$ cat src/rtl/core/acet_ram.sv
// ----------------------------------------------------------------------------
// acet_ram
// Generic simple dual-port RAM: one write port, one read port, registered read.
// ----------------------------------------------------------------------------
module acet_ram #(
	parameter int WIDTH = 8,
	parameter int DEPTH = 16
) (
	input  logic                     clk,
	input  logic                     we,
	input  logic [$clog2(DEPTH)-1:0] waddr,
	input  logic [WIDTH-1:0]         wdata,
	input  logic [$clog2(DEPTH)-1:0] raddr,
	output logic [WIDTH-1:0]         rdata
);

	logic [WIDTH-1:0] mem [DEPTH];

	always_ff @(posedge clk) begin
		if (we) begin
			mem[waddr] <= wdata;
		end
		rdata <= mem[raddr];
	end

endmodule

$ cat config.mk
export PLATFORM = sky130hd
export DESIGN_NAME = acet_ram
export DESIGN_NICKNAME = d
export VERILOG_FILES = /design/src/rtl/core/acet_ram.sv
export SDC_FILE = /design/constraint.sdc
export NUM_CORES = 1
export LEC_CHECK = 0
export BUFFER_PORTS_ARGS = -buffer_cell sky130_fd_sc_hd__buf_2
export CORE_ASPECT_RATIO = 2
export CORE_MARGIN = 2
export CORE_UTILIZATION = 35
export CTS_CLUSTER_SIZE = 40
export DETAILED_ROUTE_END_ITERATION = 8
export GPL_ROUTABILITY_DRIVEN = 0
export SLEW_MARGIN = 20
export SYNTH_ARGS = -nofsm -noshare
export SYNTH_HDL_FRONTEND = slang
export SYNTH_SLANG_ARGS = --single-unit
$ cat constraint.sdc
create_clock -name clk -period 4.5 [get_ports clk]
set_input_delay 0.225 -clock clk [delete_from_list [all_inputs] [get_ports clk]]
set_output_delay 0.225 -clock clk [all_outputs]
set_load 0.02 [all_outputs]
==> results.sh <==
export IMPL_start_kind="primary input"
export IMPL_synth_distinct_cells=19
export IMPL_relSlewSlack=0.334
export IMPL_worstSetupPathType="primary input to register"
export IMPL_clock_skew_ns=0.0132
export IMPL_post_route_worst_setup_slack_ns=3.01
export IMPL_finalInstanceArea_sq_um=6090
export IMPL_reg2reg_to="rdata[1]"
export IMPL_setup_tns_ns=0
export IMPL_grt_max_degree=33
export IMPL_firstDrtPassIters=5
export IMPL_hold_violations=0
export IMPL_nets=282
export IMPL_rrSetupSlack_ns=3.15
export IMPL_clock_sinks=136
export IMPL_die_h_um=176
export IMPL_rsz0062_at_grt="no"
export IMPL_hold_ws_ns=0.204
export IMPL_tightestPinTransition_ns=0.996
export IMPL_clockBufferDepth=2
export IMPL_ir_drop_uv=222
export IMPL_hold_path_class="primary input to register"
export IMPL_worstSetupEndpointType="register"
export IMPL_syn_avg_cell_area_sq_um=22.5
export IMPL_post_place_ws_ns=2.20
export IMPL_p_per_area_nw_per_um2=498
export IMPL_cp_required_ns=4.53
export IMPL_worst_r2r_startpoint="mem[1][1]"
export IMPL_die_x_um=89.8
export IMPL_grt_pass1_vias=2533
export IMPL_pin_count=26
export IMPL_wl_um=10500
export IMPL_run_status="finished clean"
export IMPL_cts_resized=0
export IMPL_fin_crit_ns=1.49
export IMPL_initial_core_util=0.359
export IMPL_hpwl_um=6930
export IMPL_yosys_warnings=0
export IMPL_area_growth_pct=18.2
export IMPL_holdPathStages=1
export IMPL_rr_worst_depth=3
export IMPL_core_area_sq_um=14400
export IMPL_hold_end="mem[4][5]"
export IMPL_fmax_mhz=670
export IMPL_track_usage=0.141
export IMPL_vias_per_cell=4.96
export IMPL_syn_num_nets=247
export IMPL_dr_total_vias=2324
export IMPL_cts_setup_buffers=0
export IMPL_wl_per_cell_um=22.3
export IMPL_setup_viol=0
export IMPL_synth_area_sq_um=5150
export IMPL_hold_start="wdata[5]"
export IMPL_clk_latency_ns=0.41
export IMPL_min_period_over_period=0.332
export IMPL_placementRows=62
export IMPL_grt_antenna_before_repair=0
export IMPL_grt_pass1_wl_um=15900
export IMPL_root_buffer="clkbuf_16"
export IMPL_crit_arrival_ns=1.52
export IMPL_yosysSeqAreaShare=0.778
export IMPL_drive_gt1_frac=0.278
export IMPL_cts_hold_buf=0
export IMPL_drtIter0Drc=158
export IMPL_cts_clk_slew_worst_paths_ns=0.06
export IMPL_h_tree_depth=4
export IMPL_leakagePower_nw=2.01
export IMPL_final_common_cell="edfxtp_1"
export IMPL_postLayoutCoreUtil=0.424
export IMPL_dieArea_sq_um=15800
export IMPL_io_buffers=25
export IMPL_slew_violations=0
export IMPL_cts_tree="built"
export IMPL_cts_buffers=17
export IMPL_crit_fanout=8
export IMPL_netlist_instances=229
export IMPL_synth_seq_cells=136
export IMPL_drcViolationCount=0
export IMPL_num_antenna_cells=0
export IMPL_cap_violations=0
export IMPL_grt_ovfl_total=0
export IMPL_ant_nets=0
export IMPL_place_area_sq_um=5450
export IMPL_final_cell_mix="edfxtp_1, buf_2, mux4_2, clkbuf_16, a22oi_1"
export IMPL_fill_cells=1261
## worst max-delay path by stage
| stage | startpoint | to | cells past startpoint |
|---|---|---|---|
| after floorplan | waddr[2] | mem[0][0] | 2 |
| after global placement | raddr[0] | rdata[1] | 4 |
| after detailed placement | raddr[0] | rdata[1] | 4 |
| after CTS | raddr[0] | rdata[1] | 4 |
| after global routing | waddr[2] | mem[2][4] | 3 |
| final | waddr[2] | mem[2][4] | 3 |
## kinds of logic (layout without fill, tap and decap cells)
group / count (synthesis) / in the layout / share of synthesized area
flip-flops: 136 / 136 / 0.778
AO/OA/AOI/OAI: 16 / 16 / 0.0233
buffers and inverters: 10 / 58 / 0.0168
AND/OR/NAND/NOR: 35 / 35 / 0.0318
multiplexers: 32 / 32 / 0.150
## report_power, final
part           leakage (nW)  total (W)  switching [W]  internal, W
Sequential             1.22    0.00142     0.00000810      0.00142
Combinational         0.480   0.000134      0.0000834    0.0000510
Clock                 0.305    0.00147       0.000492     0.000977
Total                  2.01    0.00303       0.000583      0.00244
## Yosys cell counts, drive strengths merged
library cell / number / area share
edfxtp: 128 / 0.75
mux4: 32 / 0.15
a22oi: 16 / 0.023
nor2: 13 / 0.0095
nand2: 9 / 0.0066
dfxtp: 8 / 0.031
buf: 7 / 0.011
nor3: 4 / 0.0039
clkdlybuf4s25: 3 / 0.0058
nand2b: 2 / 0.0024
nand3b: 2 / 0.0029
and2: 1 / 0.0012
and2b: 1 / 0.0015
nand3: 1 / 0.00097
nor2b: 1 / 0.0012
or3b: 1 / 0.0017
## layout make-up
| class | instances | area (sq um) | area share |
|---|---|---|---|
| sequential | 136 | 4000 | 0.658 |
| multi-input combinational | 83 | 1070 | 0.176 |
| clock buffer | 18 | 429 | 0.0705 |
| tap | 192 | 240 | 0.0395 |
| clock inverter | 14 | 205 | 0.0337 |
| timing repair buffer | 26 | 135 | 0.0222 |
## metrics by stage
| step | total power, W | std cells |
|---|---|---|
| floorplan | 0.00153 | 229 |
| global placement | 0.00159 | 437 |
| detailed placement | 0.00159 | 437 |
| CTS | 0.00305 | 469 |
| global route | 0.00311 | 469 |
| finish | 0.00303 | 469 |
## worst max-delay path: stages
cell and delay, ns:
buf_2 0.12, or3b_2 0.52, nor2_1 0.66
## state kept, by name, summed over array words and instances (netlist names)
signal,flops
rdata,8
mem,128
## per-layer routing
layer | up-vias | global-route usage | wire length, um
met5 | - | 0 | 0
met4 | 0 | 0.0558 | 167
met3 | 7 | 0.0309 | 398
li1 | 1044 | - | -
met2 | 65 | 0.271 | 6200
met1 | 1208 | 0.147 | 3700
Power figures use the tool's default switching activity.
